===== config.mk =====
export PLATFORM = sky130hd
export DESIGN_NAME = magstripe_track_char_encoder_flat
export DESIGN_NICKNAME = d
export VERILOG_FILES = /design/src/hw/rtl/mte_pkg.sv /design/src/hw/rtl/mte_if.sv /design/src/hw/rtl/mte_front.sv /design/src/hw/rtl/mte_queue.sv /design/src/hw/rtl/mte_back.sv /design/src/hw/rtl/magstripe_track_char_encoder.sv /design/src/flat_wrapper.sv
export SDC_FILE = /design/constraint.sdc
export NUM_CORES = 1
export LEC_CHECK = 0
export ABC_CLOCK_PERIOD_IN_PS = 3700
export BUFFER_PORTS_ARGS = -buffer_cell sky130_fd_sc_hd__clkbuf_2
export CAP_MARGIN = 25
export CORE_MARGIN = 8
export CORE_UTILIZATION = 30
export DETAILED_ROUTE_END_ITERATION = 10
export SYNTH_ARGS = -nofsm -noshare
export SYNTH_HDL_FRONTEND = slang
export SYNTH_SLANG_ARGS = --single-unit

===== constraint.sdc =====
create_clock -name clock -period 3.7 [get_ports clock]
set_input_delay 0.37 -clock clock [delete_from_list [all_inputs] [get_ports clock]]
set_output_delay 0.37 -clock clock [all_outputs]
set_load 0.02 [all_outputs]

===== src/hw/rtl/mte_pkg.sv =====
// Package with shared types, codes and encoding helpers for the track encoder.
`timescale 1ns / 1ps
`default_nettype none
package mte_pkg;

   // Character limit per track, JIS start code included.
   localparam int unsigned MAX_CHARS = 128;

   // Depth of the packet queue between front and back.
   localparam int unsigned QUEUE_DEPTH = 2;
   localparam int unsigned QUEUE_PTR_W = (QUEUE_DEPTH > 1) ? $clog2(QUEUE_DEPTH) : 1;
   localparam int unsigned QUEUE_CNT_W = $clog2(QUEUE_DEPTH + 1);

   // Fixed code constants.
   localparam logic [7:0] JIS_MARK    = 8'h7F;
   localparam logic [7:0] T1_BASE     = 8'h20;
   localparam logic [7:0] T1_TOP      = 8'h5F;
   localparam logic [7:0] T23_BASE    = 8'h30;
   localparam logic [7:0] T23_TOP     = 8'h3F;
   localparam logic [7:0] LOWER_FIRST = 8'h61;
   localparam logic [7:0] LOWER_LAST  = 8'h7A;

   // Item operation codes.
   typedef enum logic [1:0] {
      OP_ADD    = 2'd0,
      OP_FINISH = 2'd1,
      OP_CLEAR  = 2'd2
   } op_type;

   // Track mode register values.
   typedef enum logic [1:0] {
      MODE_TRACK1 = 2'd0,
      MODE_TRACK2 = 2'd1,
      MODE_TRACK3 = 2'd2,
      MODE_JIS2   = 2'd3
   } mode_type;

   localparam logic [1:0] MODE_RESET = MODE_TRACK2;

   // One queue entry: one or two code words from a single item.
   typedef struct packed {
      logic [7:0] word0;
      logic [7:0] word1;
      logic       two;
      logic       last;
   } pkt_type;

   // Put the parity bit of the mode on top of an 8-bit value.
   function automatic logic [7:0] add_parity(input logic [7:0] v, input logic [1:0] mode);
      logic [7:0] r;
      r = v;
      case (mode)
         MODE_TRACK1: r[6] = v[6] | ~(^v[5:0]);
         MODE_JIS2:   r[7] = v[7] | (^v[6:0]);
         default:     r[4] = v[4] | ~(^v[3:0]);
      endcase
      return r;
   endfunction

endpackage
`default_nettype wire


===== src/hw/rtl/mte_if.sv =====
// Channel interfaces for the request, result and configuration ports.
`timescale 1ns / 1ps
`default_nettype none

// Request channel: one operation item.
interface mte_req_if;
   logic       valid;
   logic       ready;
   logic [1:0] op;
   logic [7:0] char_in;
   modport source (output valid, output op, output char_in, input ready);
   modport sink   (input valid, input op, input char_in, output ready);
endinterface

// Result channel: one code word item.
interface mte_rsp_if;
   logic       valid;
   logic       ready;
   logic [7:0] code_word;
   logic       is_last;
   modport source (output valid, output code_word, output is_last, input ready);
   modport sink   (input valid, input code_word, input is_last, output ready);
endinterface

// Configuration write channel for the track mode register.
interface mte_csr_if;
   logic       valid;
   logic       ready;
   logic [1:0] track_mode;
   modport source (output valid, output track_mode, input ready);
   modport sink   (input valid, input track_mode, output ready);
endinterface
`default_nettype wire


===== src/hw/rtl/mte_front.sv =====
// Front end: accepts items, encodes characters and keeps count, LRC and mode.
`timescale 1ns / 1ps
`default_nettype none
module mte_front
   import mte_pkg::*;
(
   input  wire logic   clock,
   input  wire logic   reset,
   mte_req_if.sink     req_chan,
   mte_csr_if.sink     csr_chan,
   input  wire logic   queue_full,
   output logic        push_valid,
   output pkt_type     push_pkt
);

   logic [1:0] mode_ff, mode_in;
   logic [7:0] count_ff, count_in;
   logic [7:0] lrc_ff, lrc_in;
   logic       finished_ff, finished_in;

   logic       accept;
   logic [7:0] c_fold;
   logic [7:0] t1_off;
   logic [7:0] t23_off;
   logic [7:0] word;
   logic       char_ok;
   logic [7:0] lrc_fin;

   // Configuration writes are always taken.
   assign csr_chan.ready = 1'b1;
   assign req_chan.ready = ~queue_full;
   assign accept         = req_chan.valid & ~queue_full;

   // Character encoding for the mode in force.
   always_comb begin
      c_fold  = req_chan.char_in;
      if (req_chan.char_in >= LOWER_FIRST && req_chan.char_in <= LOWER_LAST) begin
         c_fold = req_chan.char_in - T1_BASE;
      end
      t1_off  = c_fold - T1_BASE;
      t23_off = req_chan.char_in - T23_BASE;
      char_ok = 1'b1;
      word    = 8'h00;
      unique case (mode_ff)
         MODE_TRACK1: begin
            char_ok = (c_fold >= T1_BASE) && (c_fold <= T1_TOP);
            word    = add_parity({2'b00, t1_off[5:0]}, mode_ff);
         end
         MODE_JIS2: begin
            word = add_parity(req_chan.char_in, mode_ff);
         end
         default: begin
            char_ok = (req_chan.char_in >= T23_BASE) && (req_chan.char_in <= T23_TOP);
            word    = add_parity({4'h0, t23_off[3:0]}, mode_ff);
         end
      endcase
   end

   // Item handling and state update.
   always_comb begin
      mode_in     = mode_ff;
      count_in    = count_ff;
      lrc_in      = lrc_ff;
      finished_in = finished_ff;
      push_valid  = 1'b0;
      push_pkt    = '{word0: word, word1: word, two: 1'b0, last: 1'b0};
      lrc_fin     = lrc_ff;
      if (csr_chan.valid) begin
         mode_in = csr_chan.track_mode;
      end
      if (accept) begin
         case (req_chan.op)
            OP_CLEAR: begin
               count_in    = 8'd0;
               lrc_in      = 8'd0;
               finished_in = 1'b0;
            end
            OP_ADD: begin
               if (!finished_ff && count_ff < 8'(MAX_CHARS) && char_ok) begin
                  push_valid = 1'b1;
                  lrc_in     = lrc_ff ^ word;
                  count_in   = count_ff + 8'd1;
                  if (mode_ff == MODE_JIS2 && count_ff == 8'd0) begin
                     // First JIS character is preceded by the start code.
                     push_pkt = '{word0: add_parity(JIS_MARK, mode_ff), word1: word,
                                  two: 1'b1, last: 1'b0};
                     count_in = 8'd2;
                  end
               end
            end
            OP_FINISH: begin
               if (!finished_ff) begin
                  finished_in = 1'b1;
                  push_valid  = 1'b1;
                  if (mode_ff == MODE_JIS2) begin
                     // End code enters the LRC unless it sits at the start position.
                     if (count_ff != 8'd0) begin
                        lrc_fin = lrc_ff ^ add_parity(JIS_MARK, mode_ff);
                     end
                     push_pkt = '{word0: add_parity(JIS_MARK, mode_ff),
                                  word1: add_parity(lrc_fin, mode_ff),
                                  two: 1'b1, last: 1'b1};
                  end else begin
                     push_pkt = '{word0: add_parity(lrc_ff, mode_ff), word1: 8'h00,
                                  two: 1'b0, last: 1'b1};
                  end
                  lrc_in = lrc_fin;
               end
            end
            default: begin
               count_in = count_ff;
            end
         endcase
      end
   end

   // State registers.
   always_ff @(posedge clock) begin
      if (reset) begin
         mode_ff     <= MODE_RESET;
         count_ff    <= 8'd0;
         lrc_ff      <= 8'd0;
         finished_ff <= 1'b0;
      end else begin
         mode_ff     <= mode_in;
         count_ff    <= count_in;
         lrc_ff      <= lrc_in;
         finished_ff <= finished_in;
      end
   end

endmodule
`default_nettype wire


===== src/hw/rtl/mte_queue.sv =====
// Short packet queue between the front end and the output stage.
`timescale 1ns / 1ps
`default_nettype none
module mte_queue
   import mte_pkg::*;
(
   input  wire logic     clock,
   input  wire logic     reset,
   input  wire logic     push_valid,
   input  wire pkt_type  push_pkt,
   input  wire logic     pop,
   output pkt_type       head_pkt,
   output logic          empty,
   output logic          full
);

   pkt_type                 slot_ff [QUEUE_DEPTH];
   logic [QUEUE_PTR_W-1:0]  wr_ptr_ff, wr_ptr_in;
   logic [QUEUE_PTR_W-1:0]  rd_ptr_ff, rd_ptr_in;
   logic [QUEUE_CNT_W-1:0]  count_ff, count_in;

   assign empty    = (count_ff == '0);
   assign full     = (count_ff == QUEUE_CNT_W'(QUEUE_DEPTH));
   assign head_pkt = slot_ff[rd_ptr_ff];

   // Pointer and fill count update with wrap at the queue depth.
   always_comb begin
      wr_ptr_in = wr_ptr_ff;
      rd_ptr_in = rd_ptr_ff;
      count_in  = count_ff;
      if (push_valid) begin
         wr_ptr_in = (wr_ptr_ff == QUEUE_PTR_W'(QUEUE_DEPTH - 1)) ? '0 : wr_ptr_ff + 1'b1;
      end
      if (pop) begin
         rd_ptr_in = (rd_ptr_ff == QUEUE_PTR_W'(QUEUE_DEPTH - 1)) ? '0 : rd_ptr_ff + 1'b1;
      end
      if (push_valid && !pop) begin
         count_in = count_ff + 1'b1;
      end else if (pop && !push_valid) begin
         count_in = count_ff - 1'b1;
      end
   end

   // Control registers.
   always_ff @(posedge clock) begin
      if (reset) begin
         wr_ptr_ff <= '0;
         rd_ptr_ff <= '0;
         count_ff  <= '0;
      end else begin
         wr_ptr_ff <= wr_ptr_in;
         rd_ptr_ff <= rd_ptr_in;
         count_ff  <= count_in;
      end
   end

   // Payload storage.
   always_ff @(posedge clock) begin
      if (push_valid) begin
         slot_ff[wr_ptr_ff] <= push_pkt;
      end
   end

endmodule
`default_nettype wire


===== src/hw/rtl/mte_back.sv =====
// Output stage: splits queued packets into single code word items.
`timescale 1ns / 1ps
`default_nettype none
module mte_back
   import mte_pkg::*;
(
   input  wire logic     clock,
   input  wire logic     reset,
   input  wire pkt_type  head_pkt,
   input  wire logic     empty,
   output logic          pop,
   mte_rsp_if.source     rsp_chan
);

   logic       out_valid_ff, out_valid_in;
   logic [7:0] out_word_ff, out_word_in;
   logic       out_last_ff, out_last_in;
   logic       hold_valid_ff, hold_valid_in;
   logic [7:0] hold_word_ff, hold_word_in;
   logic       hold_last_ff, hold_last_in;
   logic       advance;

   assign rsp_chan.valid     = out_valid_ff;
   assign rsp_chan.code_word = out_word_ff;
   assign rsp_chan.is_last   = out_last_ff;
   assign advance            = ~out_valid_ff | rsp_chan.ready;

   // Load the output register from the held second word or the queue head.
   always_comb begin
      out_valid_in  = out_valid_ff;
      out_word_in   = out_word_ff;
      out_last_in   = out_last_ff;
      hold_valid_in = hold_valid_ff;
      hold_word_in  = hold_word_ff;
      hold_last_in  = hold_last_ff;
      pop           = 1'b0;
      if (advance) begin
         if (hold_valid_ff) begin
            out_valid_in  = 1'b1;
            out_word_in   = hold_word_ff;
            out_last_in   = hold_last_ff;
            hold_valid_in = 1'b0;
         end else if (!empty) begin
            pop           = 1'b1;
            out_valid_in  = 1'b1;
            out_word_in   = head_pkt.word0;
            out_last_in   = head_pkt.last & ~head_pkt.two;
            hold_valid_in = head_pkt.two;
            hold_word_in  = head_pkt.word1;
            hold_last_in  = head_pkt.last;
         end else begin
            out_valid_in = 1'b0;
         end
      end
   end

   // Valid flags.
   always_ff @(posedge clock) begin
      if (reset) begin
         out_valid_ff  <= 1'b0;
         hold_valid_ff <= 1'b0;
      end else begin
         out_valid_ff  <= out_valid_in;
         hold_valid_ff <= hold_valid_in;
      end
   end

   // Payload registers.
   always_ff @(posedge clock) begin
      out_word_ff  <= out_word_in;
      out_last_ff  <= out_last_in;
      hold_word_ff <= hold_word_in;
      hold_last_ff <= hold_last_in;
   end

endmodule
`default_nettype wire


===== src/hw/rtl/magstripe_track_char_encoder.sv =====
// Top level of the magnetic stripe track character encoder.
//
//   Port      Dir   Moves                        Accepted when
//   req_chan  in    op, char_in                  valid && ready
//   rsp_chan  out   code_word, is_last           valid && ready
//   csr_chan  in    track_mode write data        valid && ready (ready stays high)
//
// The front end takes one item per cycle while the queue is not full; each result
// passes through the two-entry packet queue and then the output register.
// The output stage gives one code word per cycle while the result port is ready,
// so an item that yields two words (first JIS character, JIS finish) sends both in turn.
// Reset is synchronous: mode goes to track 2, count, LRC and finished clear.
// A stalled result port fills the queue, and then request ready drops.
`timescale 1ns / 1ps
`default_nettype none
module magstripe_track_char_encoder
   import mte_pkg::*;
(
   input  wire logic clock,
   input  wire logic reset,
   mte_req_if.sink   req_chan,
   mte_rsp_if.source rsp_chan,
   mte_csr_if.sink   csr_chan
);

   logic    push_valid;
   pkt_type push_pkt;
   pkt_type head_pkt;
   logic    pop;
   logic    empty;
   logic    full;

   // Item intake and encoding.
   mte_front u_front (
      .clock      (clock),
      .reset      (reset),
      .req_chan   (req_chan),
      .csr_chan   (csr_chan),
      .queue_full (full),
      .push_valid (push_valid),
      .push_pkt   (push_pkt)
   );

   // Decoupling queue.
   mte_queue u_queue (
      .clock      (clock),
      .reset      (reset),
      .push_valid (push_valid),
      .push_pkt   (push_pkt),
      .pop        (pop),
      .head_pkt   (head_pkt),
      .empty      (empty),
      .full       (full)
   );

   // Result delivery.
   mte_back u_back (
      .clock    (clock),
      .reset    (reset),
      .head_pkt (head_pkt),
      .empty    (empty),
      .pop      (pop),
      .rsp_chan (rsp_chan)
   );

endmodule
`default_nettype wire

===== src/flat_wrapper.sv =====
// flat-port wrapper written by rule: the top's interface ports become plain ports
module magstripe_track_char_encoder_flat import mte_pkg::*;
  (clock, reset, req_chan_valid, req_chan_op, req_chan_char_in, req_chan_ready, rsp_chan_valid, rsp_chan_code_word, rsp_chan_is_last, rsp_chan_ready, csr_chan_valid, csr_chan_track_mode, csr_chan_ready);
  mte_req_if req_chan_i ();
  mte_rsp_if rsp_chan_i ();
  mte_csr_if csr_chan_i ();
  input  wire logic clock;
  input  wire logic reset;
  input wire logic [$bits(req_chan_i.valid)-1:0] req_chan_valid;
  input wire logic [$bits(req_chan_i.op)-1:0] req_chan_op;
  input wire logic [$bits(req_chan_i.char_in)-1:0] req_chan_char_in;
  output wire logic [$bits(req_chan_i.ready)-1:0] req_chan_ready;
  output wire logic [$bits(rsp_chan_i.valid)-1:0] rsp_chan_valid;
  output wire logic [$bits(rsp_chan_i.code_word)-1:0] rsp_chan_code_word;
  output wire logic [$bits(rsp_chan_i.is_last)-1:0] rsp_chan_is_last;
  input wire logic [$bits(rsp_chan_i.ready)-1:0] rsp_chan_ready;
  input wire logic [$bits(csr_chan_i.valid)-1:0] csr_chan_valid;
  input wire logic [$bits(csr_chan_i.track_mode)-1:0] csr_chan_track_mode;
  output wire logic [$bits(csr_chan_i.ready)-1:0] csr_chan_ready;
  assign req_chan_i.valid = req_chan_valid;
  assign req_chan_i.op = req_chan_op;
  assign req_chan_i.char_in = req_chan_char_in;
  assign req_chan_ready = req_chan_i.ready;
  assign rsp_chan_valid = rsp_chan_i.valid;
  assign rsp_chan_code_word = rsp_chan_i.code_word;
  assign rsp_chan_is_last = rsp_chan_i.is_last;
  assign rsp_chan_i.ready = rsp_chan_ready;
  assign csr_chan_i.valid = csr_chan_valid;
  assign csr_chan_i.track_mode = csr_chan_track_mode;
  assign csr_chan_ready = csr_chan_i.ready;
  magstripe_track_char_encoder u_core (.clock(clock), .reset(reset), .req_chan(req_chan_i), .rsp_chan(rsp_chan_i), .csr_chan(csr_chan_i));
endmodule

==> impl_metrics.env <==
export IMPL_synth_async_reset_ratio=0
export IMPL_viasPerCell=4.90
export IMPL_max_freq_mhz=314
export IMPL_initial_core_util=0.308
export IMPL_drc_errors=0
export IMPL_ios=29
export IMPL_crit_path_top_delay_cell="or3_2"
export IMPL_synth_common_cells="edfxtp_1, nand2_1, o21ai_0, nor2_1, dfxtp_1"
export IMPL_synthCells=417
export IMPL_hpwl_um=6480
export IMPL_layout_drive_gt1_share=0.163
export IMPL_r2r_start="u_core.u_front.mode_ff[1]"
export IMPL_outcome="finished, final reports clean"
export IMPL_placedCellCount=607
export IMPL_worstSetupEndpointType="flip-flop"
export IMPL_fin_setup_tns_ps=0
export IMPL_cp_top_family="compound AO/OA/AOI/OAI gates"
export IMPL_cts_inserted_buffers=9
export IMPL_dieArea_um2=18400
export IMPL_first_pass_iters=4
export IMPL_cp_common_cell="ha_1"
export IMPL_fin_nets=475
export IMPL_synth_edf_count=54
export IMPL_maxCapViolCount=0
export IMPL_startpoint_type="primary input"
export IMPL_required_ps=3950
export IMPL_drv_slew=0
export IMPL_core_area_um2=13900
export IMPL_cts_root_buffer="clkbuf_16"
export IMPL_syn_area_um2=4290
export IMPL_io_buffers=27
export IMPL_clock_path_buffers=2
export IMPL_criticalPathCategory="primary input to flip-flop"
export IMPL_setup_viol=0
export IMPL_slowest_delay_ps=460
export IMPL_grt_pass1_wl_um=14700
export IMPL_worstHoldPathType="primary input to flip-flop"
export IMPL_yosysTopAreaCell="edfxtp_1"
export IMPL_synthDistinctLibCells=61
export IMPL_clkTransAtPathRegs_ps=70
export IMPL_synth_warnings=0
export IMPL_cp_arrival_ps=3440
export IMPL_cts_tree="done"
export IMPL_yosysTopAreaCellShare=0.378
export IMPL_antenna_found_initial=0
export IMPL_critPathLaunch="req_chan_char_in[2]"
export IMPL_chipWidth_um=136
export IMPL_drt_iter0_drc=289
export IMPL_fin_cells=623
export IMPL_ctsResizeCount=0
export IMPL_syn_num_nets=454
export IMPL_num_vias=3055
export IMPL_syn_avg_cell_area_um2=10.3
export IMPL_worst_path_buf_inv=2
export IMPL_grt_pass1_vias=2951
export IMPL_crit_path_max_fanout=7
export IMPL_drt_wl_total_um=8760
export IMPL_holdWs_ps=256
export IMPL_grt_usage=0.0998
export IMPL_min_delay_start="csr_chan_track_mode[0]"
export IMPL_path_cells="clkbuf_2, inv_1, ha_1, a21oi_1, o221ai_2, or3_2, xnor2_1, ha_1, a31oi_1, o21ai_4, nand3_2, a21oi_2, ha_1, or3_1, a21oi_1"
export IMPL_htree_levels=3
export IMPL_syn2layout_area_growth_pct=14.4
export IMPL_power_density_nw_per_um2=569
export IMPL_worst_slew_pin_slew_ps=892
export IMPL_seq_area_frac_synth=0.499
export IMPL_rsz0062_at_grt="no"
export IMPL_hold_violations=0
export IMPL_routabilityCongestion=0.911
export IMPL_die_y_um=136
export IMPL_finalCritPeriodShare=0.860
export IMPL_fin_worst_skew_ps=10.4
export IMPL_min_period_ps=3180
export IMPL_leakage_nw=1.82
export IMPL_synth_seq_cells=80
export IMPL_postCtsSetupRepairBufs=0
export IMPL_floorplan_rows=43
export IMPL_diodes=0
export IMPL_drtAntennaViolNets=0
export IMPL_wl_per_cell_um=14.1
export IMPL_grt_ovfl_total=0
export IMPL_synth_area_leaders="edfxtp_1, dfxtp_1, ha_1, o21ai_0, nand2_1"
export IMPL_synth_most_common_cell="edfxtp_1"
export IMPL_ir_worst_vdd_v=0.000208
export IMPL_clk_latency_ps=330
export IMPL_cts_hold_fix_buffers=0
export IMPL_cts_sinks=80
export IMPL_grt_max_degree=22
export IMPL_ys_flop_type="edfxtp_1"
export IMPL_relSlewSlack=0.405
## path summary, 6_finish.rpt
check / slack [ps] / endpoint / depth (start not counted)
worst max register to register: 920 / u_core.u_queue.count_ff[1] / 11
worst min-delay path: 260 / u_core.u_front.mode_ff[0] / 3
worst min register to register: 510 / u_core.u_front.count_ff[0] / 2
worst max-delay path: 520 / u_core.u_queue.count_ff[1] / 15
## cell usage in the layout (no fill, tap or decap), drive strengths merged, types with 2 or more instances in the layout
cell type / instances
a21bo: 2
a21oi: 11
a22oi: 3
a31oi: 7
and2: 3
and3: 5
buf: 4
clkbuf: 36
clkinv: 3
dfxtp: 26
edfxtp: 54
ha: 20
inv: 20
mux2: 11
mux2i: 13
nand2: 41
nand2b: 11
nand3: 8
nand4: 2
nor2: 36
nor2b: 6
nor3: 11
nor4: 2
o211ai: 2
o21ai: 45
o221ai: 2
o22ai: 4
o31ai: 2
o41ai: 2
or3: 9
xnor2: 16
xor2: 10
## worst min-delay path, delay by kind of cell
kind / cells / cell delay, ps
buf+inv: 1 / 70
compound gates: 1 / 70
simple gates: 1 / 40
## registers in the layout, indices dropped and copies added (netlist names), named ones only
signal / flops
u_core.u_queue.slot_ff: 36
u_core.u_back.hold_word_ff: 8
u_core.u_back.rsp_chan.code_word: 8
u_core.u_front.count_ff: 8
u_core.u_front.lrc_ff: 8
u_core.u_front.mode_ff: 2
u_core.u_queue.count_ff: 2
u_core.u_back.hold_last_ff: 1
u_core.u_back.hold_valid_ff: 1
u_core.u_back.rsp_chan.is_last: 1
u_core.u_back.rsp_chan.valid: 1
u_core.u_front.finished_ff: 1
u_core.u_queue.rd_ptr_ff: 1
u_core.u_queue.wr_ptr_ff: 1
## metal layers
layer	track usage	wire [um]
met2	0.160	4050
met5	0	0
met1	0.125	4100
met3	0.0308	551
met4	0.0327	63
## layout make-up
class                           count  area [um2]
Sequential cell                    80        2140
Clock buffer                        9         225
Fill cell                        1391        9020
Inverter                           18        67.6
Timing Repair Buffer               31         178
Multi-Input combinational cell    298        2000
Tap cell                          180         225
Clock inverter                      7        78.8
## power by group
group	total, mW	leakage [nW]	switching (mW)	internal [mW]
logic	0.661	0.955	0.400	0.261
clock network	0.890	0.146	0.361	0.529
registers	1.24	0.715	0.0961	1.15
## kinds of logic after synthesis
| kind of cell | synth area share |
|---|---|
| and+or+nand+nor | 0.164 |
| AOI/OAI and AO/OA | 0.130 |
| DFF | 0.499 |
| buffers and inverters | 0.0361 |
| xor gates and xnor gates | 0.0530 |
| muxes | 0.0592 |
| adders and majority gates | 0.0583 |
| other | 0.000874 |
## metrics by stage
| step | utilization | worst slack [ps] | instance area (um2) | power (mW) |
|---|---|---|---|---|
| 6_report | 0.353 | 517 | 4910 | 2.79 |
| 5_1_grt | 0.353 | 323 | 4910 | 2.96 |
| 4_1_cts | 0.353 | 527 | 4910 | 2.83 |
| 3_5_place_dp | 0.331 | 177 | 4610 | 1.94 |
| 3_3_place_gp | 0.331 | 304 | 4610 | 1.92 |
| 2_1_floorplan | - | 193 | 4290 | 1.73 |
Power figures use the tool's default switching activity.
